==> src/rtl/core/cqf_pkg.sv <==
// Shared types, constants and helpers for the Cholesky quadratic form unit.
// Used by all other RTL files; no dependencies.
package cqf_pkg;

  localparam int VAL_W  = 32;
  localparam int ACC_W  = 64;
  localparam int FRAC_W = 16;
  localparam int DIM_W  = 5;

  typedef enum logic [3:0] {
    OP_NOP, OP_INIT, OP_CLR, OP_LDA, OP_LDB, OP_MUL, OP_SUB, OP_ADD,
    OP_SQRT, OP_DIV, OP_WR_L, OP_WR_P, OP_WR_S
  } op_t;

  typedef enum logic [2:0] {SRC_M, SRC_L, SRC_V, SRC_S, SRC_P} src_t;

  typedef enum logic [1:0] {PH_CHOL, PH_FWD, PH_BWD, PH_DOT} phase_t;

  typedef enum logic [3:0] {
    ST_IDLE, ST_INIT_RD, ST_INIT, ST_RD1, ST_LD1, ST_LD2, ST_MUL, ST_ACC,
    ST_END, ST_DLD, ST_GO, ST_WAIT, ST_WR, ST_OUT
  } state_t;

  typedef struct packed {
    op_t  op;
    src_t src;
    logic load_out;
    logic fail;
  } ctrl_cmd_t;

  typedef struct packed {
    logic unit_done;
    logic acc_nonpos;
  } dp_status_t;

  function automatic logic signed [ACC_W-1:0] sat_add(input logic signed [ACC_W-1:0] a,
                                                     input logic signed [ACC_W-1:0] b);
    logic signed [ACC_W:0] sum;
    sum = {a[ACC_W-1], a} + {b[ACC_W-1], b};
    if (sum[ACC_W] != sum[ACC_W-1]) begin
      return sum[ACC_W] ? {1'b1, {(ACC_W-1){1'b0}}} : {1'b0, {(ACC_W-1){1'b1}}};
    end
    return sum[ACC_W-1:0];
  endfunction

endpackage

==> src/rtl/core/cqf_ctrl.sv <==
// Controller: sequences factorization, forward and back substitution and
// the dot product by issuing commands to the datapath. Depends on cqf_pkg.
module cqf_ctrl #(
  parameter int MAX_DIM = 16,
  parameter int IW      = 4,
  parameter int CW      = 5
) (
  input  logic                      clk,
  input  logic                      rst,
  input  logic                      go,
  input  logic [cqf_pkg::DIM_W-1:0] dim,
  input  cqf_pkg::dp_status_t       status,
  input  logic                      out_free,
  output logic                      idle,
  output cqf_pkg::ctrl_cmd_t        cmd,
  output logic [IW-1:0]             ar,
  output logic [IW-1:0]             ac
);

  cqf_pkg::state_t state, state_next;
  cqf_pkg::phase_t phase, phase_next;
  logic [CW-1:0]   i, i_next, j, j_next, k, k_next;
  logic            fail, fail_next;
  logic [CW-1:0]   n;
  logic [CW-1:0]   k_inc;
  logic            more_cur, more_inc;

  always_comb begin
    if (dim == '0) begin
      n = CW'(1);
    end else if (int'(dim) > MAX_DIM) begin
      n = CW'(MAX_DIM);
    end else begin
      n = CW'(dim);
    end
  end

  assign k_inc = k + CW'(1);
  assign more_cur = (phase == cqf_pkg::PH_CHOL || phase == cqf_pkg::PH_FWD) ? (k < i) : (k < n);
  assign more_inc = (phase == cqf_pkg::PH_CHOL || phase == cqf_pkg::PH_FWD) ? (k_inc < i)
                                                                           : (k_inc < n);

  always_ff @(posedge clk) begin
    if (rst) begin
      state <= cqf_pkg::ST_IDLE;
      phase <= cqf_pkg::PH_CHOL;
      i     <= '0;
      j     <= '0;
      k     <= '0;
      fail  <= 1'b0;
    end else begin
      state <= state_next;
      phase <= phase_next;
      i     <= i_next;
      j     <= j_next;
      k     <= k_next;
      fail  <= fail_next;
    end
  end

  always_comb begin
    state_next = state;
    phase_next = phase;
    i_next     = i;
    j_next     = j;
    k_next     = k;
    fail_next  = fail;
    unique case (state)
      cqf_pkg::ST_IDLE: begin
        if (go) begin
          state_next = cqf_pkg::ST_INIT_RD;
          phase_next = cqf_pkg::PH_CHOL;
          i_next     = '0;
          j_next     = '0;
          fail_next  = 1'b0;
        end
      end
      cqf_pkg::ST_INIT_RD: begin
        state_next = cqf_pkg::ST_INIT;
        k_next     = (phase == cqf_pkg::PH_BWD) ? i + CW'(1) : '0;
      end
      cqf_pkg::ST_INIT: state_next = more_cur ? cqf_pkg::ST_RD1 : cqf_pkg::ST_END;
      cqf_pkg::ST_RD1:  state_next = cqf_pkg::ST_LD1;
      cqf_pkg::ST_LD1:  state_next = cqf_pkg::ST_LD2;
      cqf_pkg::ST_LD2:  state_next = cqf_pkg::ST_MUL;
      cqf_pkg::ST_MUL:  state_next = cqf_pkg::ST_ACC;
      cqf_pkg::ST_ACC: begin
        k_next     = k_inc;
        state_next = more_inc ? cqf_pkg::ST_RD1 : cqf_pkg::ST_END;
      end
      cqf_pkg::ST_END: begin
        if (phase == cqf_pkg::PH_DOT) begin
          state_next = cqf_pkg::ST_OUT;
        end else if (phase == cqf_pkg::PH_CHOL && i == j) begin
          if (status.acc_nonpos) begin
            fail_next  = 1'b1;
            state_next = cqf_pkg::ST_OUT;
          end else begin
            state_next = cqf_pkg::ST_GO;
          end
        end else begin
          state_next = cqf_pkg::ST_DLD;
        end
      end
      cqf_pkg::ST_DLD:  state_next = cqf_pkg::ST_GO;
      cqf_pkg::ST_GO:   state_next = cqf_pkg::ST_WAIT;
      cqf_pkg::ST_WAIT: begin
        if (status.unit_done) begin
          state_next = cqf_pkg::ST_WR;
        end
      end
      cqf_pkg::ST_WR: begin
        state_next = cqf_pkg::ST_INIT_RD;
        unique case (phase)
          cqf_pkg::PH_CHOL: begin
            if (j + CW'(1) == n) begin
              if (i + CW'(1) == n) begin
                phase_next = cqf_pkg::PH_FWD;
                i_next     = '0;
              end else begin
                i_next = i + CW'(1);
                j_next = i + CW'(1);
              end
            end else begin
              j_next = j + CW'(1);
            end
          end
          cqf_pkg::PH_FWD: begin
            if (i + CW'(1) == n) begin
              phase_next = cqf_pkg::PH_BWD;
              i_next     = n - CW'(1);
            end else begin
              i_next = i + CW'(1);
            end
          end
          default: begin
            if (i == '0) begin
              phase_next = cqf_pkg::PH_DOT;
            end else begin
              i_next = i - CW'(1);
            end
          end
        endcase
      end
      cqf_pkg::ST_OUT: begin
        if (out_free) begin
          state_next = cqf_pkg::ST_IDLE;
        end
      end
      default: state_next = cqf_pkg::ST_IDLE;
    endcase
  end

  always_comb begin
    cmd.op       = cqf_pkg::OP_NOP;
    cmd.src      = cqf_pkg::SRC_M;
    cmd.load_out = 1'b0;
    cmd.fail     = fail;
    ar           = IW'(i);
    ac           = IW'(j);
    idle         = (state == cqf_pkg::ST_IDLE);
    unique case (state)
      cqf_pkg::ST_INIT: begin
        unique case (phase)
          cqf_pkg::PH_CHOL: begin
            cmd.op  = cqf_pkg::OP_INIT;
            cmd.src = cqf_pkg::SRC_M;
          end
          cqf_pkg::PH_FWD: begin
            cmd.op  = cqf_pkg::OP_INIT;
            cmd.src = cqf_pkg::SRC_V;
          end
          cqf_pkg::PH_BWD: begin
            cmd.op  = cqf_pkg::OP_INIT;
            cmd.src = cqf_pkg::SRC_S;
          end
          default: cmd.op = cqf_pkg::OP_CLR;
        endcase
      end
      cqf_pkg::ST_RD1: begin
        unique case (phase)
          cqf_pkg::PH_BWD: begin
            ar = IW'(k);
            ac = IW'(i);
          end
          cqf_pkg::PH_DOT: ar = IW'(k);
          default:         ac = IW'(k);
        endcase
      end
      cqf_pkg::ST_LD1: begin
        cmd.op  = cqf_pkg::OP_LDA;
        cmd.src = (phase == cqf_pkg::PH_DOT) ? cqf_pkg::SRC_V : cqf_pkg::SRC_L;
        if (phase == cqf_pkg::PH_CHOL) begin
          ar = IW'(j);
          ac = IW'(k);
        end else begin
          ar = IW'(k);
        end
      end
      cqf_pkg::ST_LD2: begin
        cmd.op  = cqf_pkg::OP_LDB;
        cmd.src = (phase == cqf_pkg::PH_CHOL) ? cqf_pkg::SRC_L : cqf_pkg::SRC_S;
      end
      cqf_pkg::ST_MUL: cmd.op = cqf_pkg::OP_MUL;
      cqf_pkg::ST_ACC: cmd.op = (phase == cqf_pkg::PH_DOT) ? cqf_pkg::OP_ADD : cqf_pkg::OP_SUB;
      cqf_pkg::ST_DLD: begin
        cmd.op  = cqf_pkg::OP_LDB;
        cmd.src = cqf_pkg::SRC_P;
      end
      cqf_pkg::ST_GO: begin
        cmd.op = (phase == cqf_pkg::PH_CHOL && i == j) ? cqf_pkg::OP_SQRT : cqf_pkg::OP_DIV;
      end
      cqf_pkg::ST_WR: begin
        if (phase == cqf_pkg::PH_CHOL) begin
          cmd.op = (i == j) ? cqf_pkg::OP_WR_P : cqf_pkg::OP_WR_L;
          ar     = IW'(j);
          ac     = IW'(i);
        end else begin
          cmd.op = cqf_pkg::OP_WR_S;
        end
      end
      cqf_pkg::ST_OUT: cmd.load_out = out_free;
      default: ;
    endcase
  end

  a_row_in_range: assert property (@(posedge clk) disable iff (rst)
    (state != cqf_pkg::ST_IDLE && state != cqf_pkg::ST_OUT) |-> (i < n))
    else $error("Row counter left the dimension in use.");

  a_col_in_triangle: assert property (@(posedge clk) disable iff (rst)
    (phase == cqf_pkg::PH_CHOL && state == cqf_pkg::ST_WR) |-> (j >= i && j < n))
    else $error("Factor write outside the lower triangle.");

  a_inner_in_range: assert property (@(posedge clk) disable iff (rst)
    (state == cqf_pkg::ST_ACC) |-> (k < n))
    else $error("Inner index out of range during accumulation.");

  a_write_after_unit: assert property (@(posedge clk) disable iff (rst)
    (state == cqf_pkg::ST_WR) |-> ($past(state) == cqf_pkg::ST_WAIT))
    else $error("Result written without a finished divide or root.");

endmodule

==> config.mk <==
export PLATFORM = sky130hd
export DESIGN_NAME = cqf_ctrl
export DESIGN_NICKNAME = d
export VERILOG_FILES = /design/src/rtl/core/cqf_pkg.sv /design/src/rtl/core/cqf_ctrl.sv
export SDC_FILE = /design/constraint.sdc
export NUM_CORES = 1
export LEC_CHECK = 0
export BUFFER_PORTS_ARGS = -buffer_cell sky130_fd_sc_hd__buf_2
export CAP_MARGIN = 15
export CORE_MARGIN = 5
export CORE_UTILIZATION = 55
export CTS_BUF_LIST = sky130_fd_sc_hd__clkbuf_4
export CTS_CLUSTER_DIAMETER = 40
export DETAILED_ROUTE_END_ITERATION = 16
export PLACE_DENSITY = 0.85
export SLEW_MARGIN = 10
export SYNTH_ARGS = -nofsm -noshare
export SYNTH_HDL_FRONTEND = slang
export SYNTH_SLANG_ARGS = --single-unit
==> constraint.sdc <==
create_clock -name clk -period 4.4 [get_ports clk]
set_input_delay 0.88 -clock clk [delete_from_list [all_inputs] [get_ports clk]]
set_output_delay 0.88 -clock clk [all_outputs]
set_load 0.02 [all_outputs]
==> results of run 1 <==
[through the flow]
step / cell area, µm² / power (µW) / std cells
after detailed placement: 3030 / 365 / 479
after global routing: 3060 / 498 / 483
after global placement: 3030 / 361 / 479
after CTS: 3060 / 464 / 483
after floorplan: 2900 / 328 / 406
final: 3060 / 467 / 483
[path summary, 6_finish.rpt]
path	slack [ns]	endpoint	startpoint	cells after the start
min	0.48	fail$_SDFFE_PP0P_	fail$_SDFFE_PP0P_	1
max	0.89	ar[1]	state[0]$_SDFFE_PP0P_	6
max reg2reg	1.21	j[0]$_SDFFE_PP0P_	i[0]$_SDFFE_PP0P_	7
min reg2reg	0.48	fail$_SDFFE_PP0P_	fail$_SDFFE_PP0P_	1
[cell type report]
cell class	instances	area share
tap	70	0.0286
timing repair buffer	29	0.0483
multi-input combinational	336	0.743
clock inverter	1	0.00123
clock buffer	3	0.00736
inverter	22	0.0270
sequential	22	0.144
[sequential cells by signal, indices dropped and copies added (netlist names)]
signal  cells
k           5
i           5
j           5
fail        1
state       4
phase       2
[layer usage]
layer / global-route usage / part of all wire / up-vias / routed length, µm
met3: 0.0423 / 0.099 / 31 / 868
met1: 0.367 / 0.42 / 1500 / 3650
met2: 0.421 / 0.46 / 188 / 4010
li1: - / - / 1520 / -
met4: 0.0964 / 0.029 / 0 / 257
met5: 0 / 0 / - / 0
[cell families (layout without fill, tap and decap cells)]
| kind of cell | Yosys count | in the layout | share of synthesized area |
|---|---|---|---|
| DFF | 22 | 22 | 0.152 |
| buffers and inverters | 48 | 55 | 0.0651 |
| and+or+nand+nor | 158 | 158 | 0.266 |
| adders and majority gates | 26 | 26 | 0.112 |
| muxes | 10 | 10 | 0.0353 |
| xor gates and xnor gates | 24 | 24 | 0.0772 |
| AOI/OAI and AO/OA | 118 | 118 | 0.292 |
[cells in the final DEF, fill, tap and decap left out, types with 10 or more instances in the layout]
master	n
ha_1	26
a211oi_1	10
o21ai_0	18
xnor2_1	12
a21oi_1	21
nand3_1	20
dfxtp_1	22
buf_2	28
nor3_1	17
nand2_1	41
inv_1	22
nor2_1	35
xor2_1	11
[where the power goes]
part / switching [µW] / internal (µW) / leakage, µW
Clock: 68.0 / 33.2 / 0.0000154
Combinational: 87.0 / 55.1 / 0.00103
Sequential: 19.2 / 204 / 0.000178
Total: 174 / 292 / 0.00122
==> reports/metrics.csv, run 1 <==
metric,value,unit
CP max stage cell,dfxtp_1,
Setup WS pre-CTS,1.22,ns
Mapped Avg Cell Area,7.15,µm²
largest net degree at the start of global routing,22,
Clock Sinks,22,
Clock transition at path regs,0.14,ns
GP Congestion,0.987,
die area,6830,µm²
number of distinct library cells after synthesis,59,
area of the multi-input gates,2270,µm²
power density cells,153,nW/µm²
"Seq/Total Area, Yosys",0.152,
Port Buf Inserts,28,
Layout Nets,451,
crit path buf inv count,1,
clk_lat worst skew,0.32,ns
cell area after synthesis,2900,µm²
Seq cells post-synth,22,
cts hold-fix bufs,0,
vias per cell,6.71,
Root Driver,clkbuf_4,
die width,82.7,µm
Area Overhead vs Synth,5.34,%
# diodes,0,
H-tree depth,1,
dpl hpwl,6.68,mm
Top delay family on crit path,simple AND/OR/NAND/NOR gates,
Vias,3239,
synthesized instance count,406,
YS warnings,0,
setup ws final,0.894,ns
worst-path cell chain,"and2_0, nand2_1, nor2_1, o22ai_1, a221o_1, buf_2",
maximum clock path buffer count,2,
Fill cells,492,
CP max stage delay,0.79,ns
vias in the first global route,2879,
wire per inst,18.2,µm
DRT iter0 DRCs,432,
CP required,3.52,ns
Post-Route WL,8.79,mm
post-synth top area cell,dfxtp_1,
Rel. slew slack,0.451,
I/O pin cnt,29,
Die H,82.7,µm
maxcap violations,0,
Fin. Hold Viols,0,
post-synth top area share,0.152,
pin slew with the least headroom to its limit,0.820,ns
core box area,5110,µm²
fin crit share,0.797,
crit path kind,reg2out,
status,"finished, final reports clean",
Synth async-reset ratio,0,
Pre-antenna DRT Iters,5,
global route overflow,0,
storage element area,440,µm²
min Tclk post-route,3.51,ns
Leakage,0.00122,µW
crit path DAT,2.63,ns
RSZ-0062 raised after global routing,no,
row count,26,
"EDFF count, synth",0,
Clock Skew,0.00484,ns
postcts setup bufs,0,
Slew Limit Fails,0,
"Max FO, Critical Path",21,
first-pass GRT wire length,14.2,mm
DRC errors left,0,
Post-synth top flop,dfxtp_1,
total negative setup slack,0,ns
most frequent cell after synthesis,nand2_1,
final core occ,0.599,
initial antenna violation count,0,
Crit. End Element,output port,
synth cell count leaders,"nand2_1, nor2_1, ha_1",
post-synth net total,443,
Min Hold Slack,0.483,ns
maximum vdd drop,0.000144,V
post-cts resize count,0,
share of cells above drive strength 1,0.104,
worst min path class,reg2reg,
startpoint types,flop,
CTS tree,built,
Antenna Violating Nets Remaining,0,
synth top area cells,"dfxtp_1, ha_1, nand2_1",
Fmax achieved,285,MHz
GR Util All Layers,0.268,
CTS Buf Count,3,
Starting Density,0.568,
Final Setup Violations,0,
Power figures use the tool's default switching activity.
==> inputs of run 2 (changes only) <==
- ABC_AREA: unset -> 1
- clock period: 4.4 -> 3.3 ns (I/O delays scaled with it)
==> reports/metrics.csv, run 2 <==
metric,value,unit,change
crit path DAT,2.25,ns,was 2.63 ns
Fill cells,525,,was 492
Reg2Reg Depth,12,,was 7
Seq cells post-synth,22,,unchanged
fin crit share,0.882,,
post-synth net total,522,,was 443
Antenna Violating Nets Remaining,0,,unchanged
synthesized instance count,485,,was 406
cell area after synthesis,2900,µm²,about the same
core box area,5110,µm²,unchanged
maximum clock path buffer count,2,,unchanged
global route overflow,0,,unchanged
CP max stage delay,0.36,ns,was 0.79 ns
"Seq/Total Area, Yosys",0.152,,about the same
Top delay family on crit path,simple AND/OR/NAND/NOR gates,,unchanged
post-synth top area cell,dfxtp_1,,unchanged
Rel. slew slack,0.651,,was 0.451
vias in the first global route,3141,,was 2879
maximum vdd drop,0.000313,V,was 0.000144 V
area of the multi-input gates,2150,µm²,was 2270 µm²
synth top area cells,"dfxtp_1, nand2_1, ha_1",,"was dfxtp_1, ha_1, nand2_1"
setup ws final,0.389,ns,was 0.894 ns
Vias,3451,,was 3239
number of distinct library cells after synthesis,41,,was 59
Leakage,0.00151,µW,was 0.00122 µW
Slew Limit Fails,0,,unchanged
Clock transition at path regs,0.13,ns,was 0.14 ns
startpoint types,flop,,unchanged
Die H,82.6,µm,was 82.7 µm
min Tclk post-route,2.91,ns,
worst min path class,reg2reg,,unchanged
Mapped Avg Cell Area,5.97,µm²,was 7.15 µm²
maxcap violations,0,,unchanged
Synth async-reset ratio,0,,unchanged
I/O pin cnt,29,,unchanged
power density cells,514,nW/µm²,was 153 nW/µm²
row count,26,,unchanged
HP Start,fail$_SDFFE_PP0P_,,unchanged
post-synth top area share,0.152,,about the same
die width,82.6,µm,was 82.7 µm
biggest regs,"i x5, j x5, k x5",,unchanged
wire per inst,16.1,µm,was 18.2 µm
status,"finished, final reports clean",,unchanged
final core occ,0.605,,was 0.599
Root Driver,clkbuf_4,,unchanged
most frequent cells in the layout,"nand2_1, nor2_1, inv_1",,"was nand2_1, nor2_1, buf_2"
# diodes,0,,unchanged
WHS Path Cells,2,,was 1
synth cell count leaders,"nand2_1, nor2_1, inv_1",,"was nand2_1, nor2_1, ha_1"
Fmax achieved,344,MHz,
"Max FO, Critical Path",8,,was 21
CTS tree,built,,unchanged
first-pass GRT wire length,14.9,mm,was 14.2 mm
reg2reg start,i[1]$_SDFFE_PP0P_,,was i[0]$_SDFFE_PP0P_
DRT iter0 DRCs,453,,was 432
GR Util All Layers,0.284,,was 0.268
die area,6820,µm²,was 6830 µm²
post-cts resize count,0,,unchanged
CP required,2.64,ns,was 3.52 ns
Starting Density,0.567,,was 0.568
Worst R2R End,i[1]$_SDFFE_PP0P_,,was j[0]$_SDFFE_PP0P_
worst-path cell chain,"inv_1, ha_1, inv_1, nor2_1, nand2_1, o21ai_0, nand2_1, o211ai_1, buf_2",,"was and2_0, nand2_1, nor2_1, o22ai_1, a221o_1, buf_2"
most frequent cell after synthesis,nand2_1,,unchanged
Port Buf Inserts,28,,unchanged
storage element area,440,µm²,unchanged
CP max stage cell,dfxtp_1,,unchanged
YS warnings,0,,unchanged
pin slew with the least headroom to its limit,0.522,ns,was 0.820 ns
Post-synth top flop,dfxtp_1,,unchanged
Clock Skew,0.00566,ns,was 0.00484 ns
postcts setup bufs,0,,unchanged
largest net degree at the start of global routing,19,,was 22
post-route cell area,3090,µm²,was 3060 µm²
cts hold-fix bufs,0,,unchanged
Area Overhead vs Synth,6.65,%,was 5.34%
"EDFF count, synth",0,,unchanged
"leading cell type in the layout, fill and taps excluded",nand2_1,,unchanged
DRC errors left,0,,unchanged
Final Setup Violations,0,,unchanged
clk_lat worst skew,0.32,ns,about the same
Post-DP Area,3060,µm²,was 3030 µm²
Crit. End Element,output port,,unchanged
crit path kind,reg2out,,unchanged
crit path buf inv count,3,,was 1
Clock Sinks,22,,unchanged
GP Congestion,1.04,,was 0.987
Fin. Hold Viols,0,,unchanged
hold worst-path end,fail$_SDFFE_PP0P_,,unchanged
vias per cell,5.98,,was 6.71
CTS Buf Count,3,,unchanged
total negative setup slack,0,ns,unchanged
RSZ-0062 raised after global routing,no,,unchanged
Post-Route WL,9.27,mm,was 8.79 mm
dpl hpwl,7.25,mm,was 6.68 mm
Reg2Reg Setup Slack,0.86,ns,was 1.21 ns
Layout Nets,545,,was 451
Setup WS pre-CTS,0.721,ns,was 1.22 ns
share of cells above drive strength 1,0.130,,was 0.104
initial antenna violation count,0,,unchanged
Pre-antenna DRT Iters,5,,unchanged
H-tree depth,1,,unchanged
==> run 2: per-layer routing <==
layer / share of wire / routed length (µm) / vias up / global-route usage
li1: - / - / 1670 / -
met3: 0.11 / 1060 / 26 / 0.0423
met2: 0.45 / 4190 / 232 / 0.452
met1: 0.41 / 3820 / 1523 / 0.391
met4: 0.022 / 202 / 0 / 0.0915
met5: 0 / 0 / - / 0
==> run 2: area by class of cell <==
class | instances | area share
Timing Repair Buffer | 29 | 0.0478
Multi-Input combinational cell | 388 | 0.695
Clock buffer | 3 | 0.00729
Inverter | 64 | 0.0778
Clock inverter | 1 | 0.00122
Sequential cell | 22 | 0.143
Tap cell | 70 | 0.0284
==> run 2: worst min-delay path, delay by kind of cell, from the launching register on <==
family / cells / cell delay, ns
compound gates: 1 / 0.06
buf+inv: 1 / 0.05
flops: 1 / 0.34
==> run 2: per-stage QoR <==
stage          power (µW)  instances  hold slack, ns
6_report             1590        577           0.474
3_3_place_gp         1420        573           0.437
2_1_floorplan        1170        485           0.429
3_5_place_dp         1430        573           0.455
4_1_cts              1560        577           0.474
5_1_grt              1740        577           0.491
==> run 2: where the power goes <==
part           internal [µW]  total [µW]  switching, µW
logic                    341        1070            728
clock network           44.4         134           89.2
registers                314         384           70.6
==> run 2: how the worst max path moves through the flow <==
stage                                      from                     to  cells after the start
after floorplan           phase[0]$_SDFFE_PP0P_                  ac[1]                      9
after global routing      state[3]$_SDFFE_PP0P_                  ar[2]                      9
after detailed placement                 dim[2]  state[3]$_SDFFE_PP0P_                     14
final                     phase[1]$_SDFFE_PP0P_                  ac[1]                      9
after global placement                   dim[2]  state[3]$_SDFFE_PP0P_                     14
after CTS                 state[1]$_SDFFE_PP0P_                  ar[2]                      8
==> run 2: cells by family after synthesis <==
logic type | share of synthesized area
DFF | 0.152
AOI/OAI and AO/OA | 0.168
xor gates and xnor gates | 0.0212
and+or+nand+nor | 0.440
buffers and inverters | 0.107
adders and majority gates | 0.112
==> inputs of run 3 (changes only) <==
- CORE_ASPECT_RATIO: unset -> 1.4
==> reports/metrics.csv, run 3 (same netlist as run 2, synthesis figures left out) <==
metric,value,unit,change
status,"finished, final reports clean",,unchanged
setup ws final,0.315,ns,was 0.389 ns
"leading cell type in the layout, fill and taps excluded",nand2_1,,unchanged
maximum vdd drop,0.000377,V,was 0.000313 V
row count,31,,was 26
I/O pin cnt,29,,unchanged
Clock transition at path regs,0.13,ns,about the same
Port Buf Inserts,28,,unchanged
pin slew with the least headroom to its limit,0.573,ns,was 0.522 ns
vias per cell,6.02,,was 5.98
cts hold-fix bufs,0,,unchanged
Layout Nets,546,,was 545
CTS tree,built,,unchanged
Pre-antenna DRT Iters,7,,was 5
Post-DP Area,3070,µm²,was 3060 µm²
maxcap violations,0,,unchanged
worst min path class,reg2reg,,unchanged
DRC errors left,0,,unchanged
Root Driver,clkbuf_4,,unchanged
Area Overhead vs Synth,7.65,%,was 6.65%
CP max stage delay,0.37,ns,was 0.36 ns
dpl hpwl,7.12,mm,was 7.25 mm
Slew Limit Fails,0,,unchanged
final core occ,0.604,,was 0.605
Starting Density,0.561,,was 0.567
share of cells above drive strength 1,0.134,,was 0.130
Rel. slew slack,0.617,,was 0.651
wire per inst,15.6,µm,was 16.1 µm
Reg2Reg Setup Slack,0.83,ns,was 0.86 ns
postcts setup bufs,0,,unchanged
Clock Skew,0.00487,ns,was 0.00566 ns
Die H,95.9,µm,was 82.6 µm
CP required,2.64,ns,about the same
total negative setup slack,0,ns,unchanged
post-cts resize count,0,,unchanged
"Max FO, Critical Path",8,,unchanged
die width,71.3,µm,was 82.6 µm
fin crit share,0.905,,was 0.882
GR Util All Layers,0.272,,was 0.284
die area,6840,µm²,was 6820 µm²
Leakage,0.00153,µW,was 0.00151 µW
core box area,5160,µm²,was 5110 µm²
H-tree depth,1,,unchanged
post-route cell area,3120,µm²,was 3090 µm²
clk_lat worst skew,0.32,ns,about the same
Antenna Violating Nets Remaining,0,,unchanged
power density cells,532,nW/µm²,was 514 nW/µm²
biggest regs,"i x5, j x5, k x5",,unchanged
Post-Route WL,8.97,mm,was 9.27 mm
crit path DAT,2.33,ns,was 2.25 ns
maximum clock path buffer count,2,,unchanged
vias in the first global route,3383,,was 3141
worst-path cell chain,"inv_1, ha_1, inv_1, nor2_1, nand2_1, o21ai_0, nand2_1, o211ai_1, buf_2",,unchanged
global route overflow,0,,unchanged
# diodes,0,,unchanged
startpoint types,flop,,unchanged
Vias,3455,,was 3451
Clock Sinks,22,,unchanged
Fmax achieved,335,MHz,was 344 MHz
crit path kind,reg2out,,unchanged
largest net degree at the start of global routing,19,,unchanged
Crit. End Element,output port,,unchanged
Final Setup Violations,0,,unchanged
CTS Buf Count,3,,unchanged
DRT iter0 DRCs,349,,was 453
most frequent cells in the layout,"nand2_1, nor2_1, inv_1",,unchanged
"Power, Total",1660,µW,was 1590 µW
initial antenna violation count,0,,unchanged
first-pass GRT wire length,14.9,mm,about the same
Setup WS pre-CTS,0.687,ns,was 0.721 ns
RSZ-0062 raised after global routing,no,,unchanged
CP max stage cell,dfxtp_1,,unchanged
min Tclk post-route,2.99,ns,was 2.91 ns
GP Congestion,1.01,,was 1.04
Fin. Hold Viols,0,,unchanged
[run 3: layout make-up]
class                           count  area, µm²
Sequential cell                    22        440
Clock buffer                        3       22.5
Clock inverter                      1       30.0
Tap cell                           66       82.6
Timing Repair Buffer               30        155
Fill cell                         493       2040
Multi-Input combinational cell    388       2150
Inverter                           64        240
[run 3: layer usage]
| metal | track usage | routed length (µm) | part of all wire | vias to the layer above |
|---|---|---|---|---|
| li1 | - | - | - | 1668 |
| met2 | 0.470 | 4250 | 0.47 | 229 |
| met5 | 0 | 0 | 0 | - |
| met3 | 0.0470 | 759 | 0.085 | 63 |
| met4 | 0.205 | 604 | 0.067 | 0 |
| met1 | 0.292 | 3350 | 0.37 | 1495 |
[run 3: worst paths after layout]
check                                      startpoint           endpoint  cells past startpoint
worst max-delay path            phase[0]$_SDFFE_PP0P_              ac[1]                      9
worst min-delay path                fail$_SDFFE_PP0P_  fail$_SDFFE_PP0P_                      2
worst max register to register      i[0]$_SDFFE_PP0P_  i[4]$_SDFFE_PP0P_                     12
worst min register to register      fail$_SDFFE_PP0P_  fail$_SDFFE_PP0P_                      2
[run 3: critical path: cells and delay by family (launching register included)]
kind | cells | cell delay (ns)
simple gates | 3 | 0.52
buf+inv | 3 | 0.46
fa+ha+maj | 1 | 0.35
flops | 1 | 0.37
compound gates | 2 | 0.31
[run 3: where the power goes]
| part | internal (µW) | total [µW] | leakage, µW | switching (µW) |
|---|---|---|---|---|
| Combinational | 342 | 1060 | 0.00132 | 720 |
| Clock | 123 | 214 | 0.0000279 | 91.5 |
| Sequential | 314 | 383 | 0.000179 | 69.2 |
[run 3: per-stage QoR]
stage               hold WS [ns]  std cells
finish                     0.465        574
global route               0.497        574
CTS                        0.468        574
detailed placement         0.447        570
global placement           0.440        570
floorplan                  0.429        485
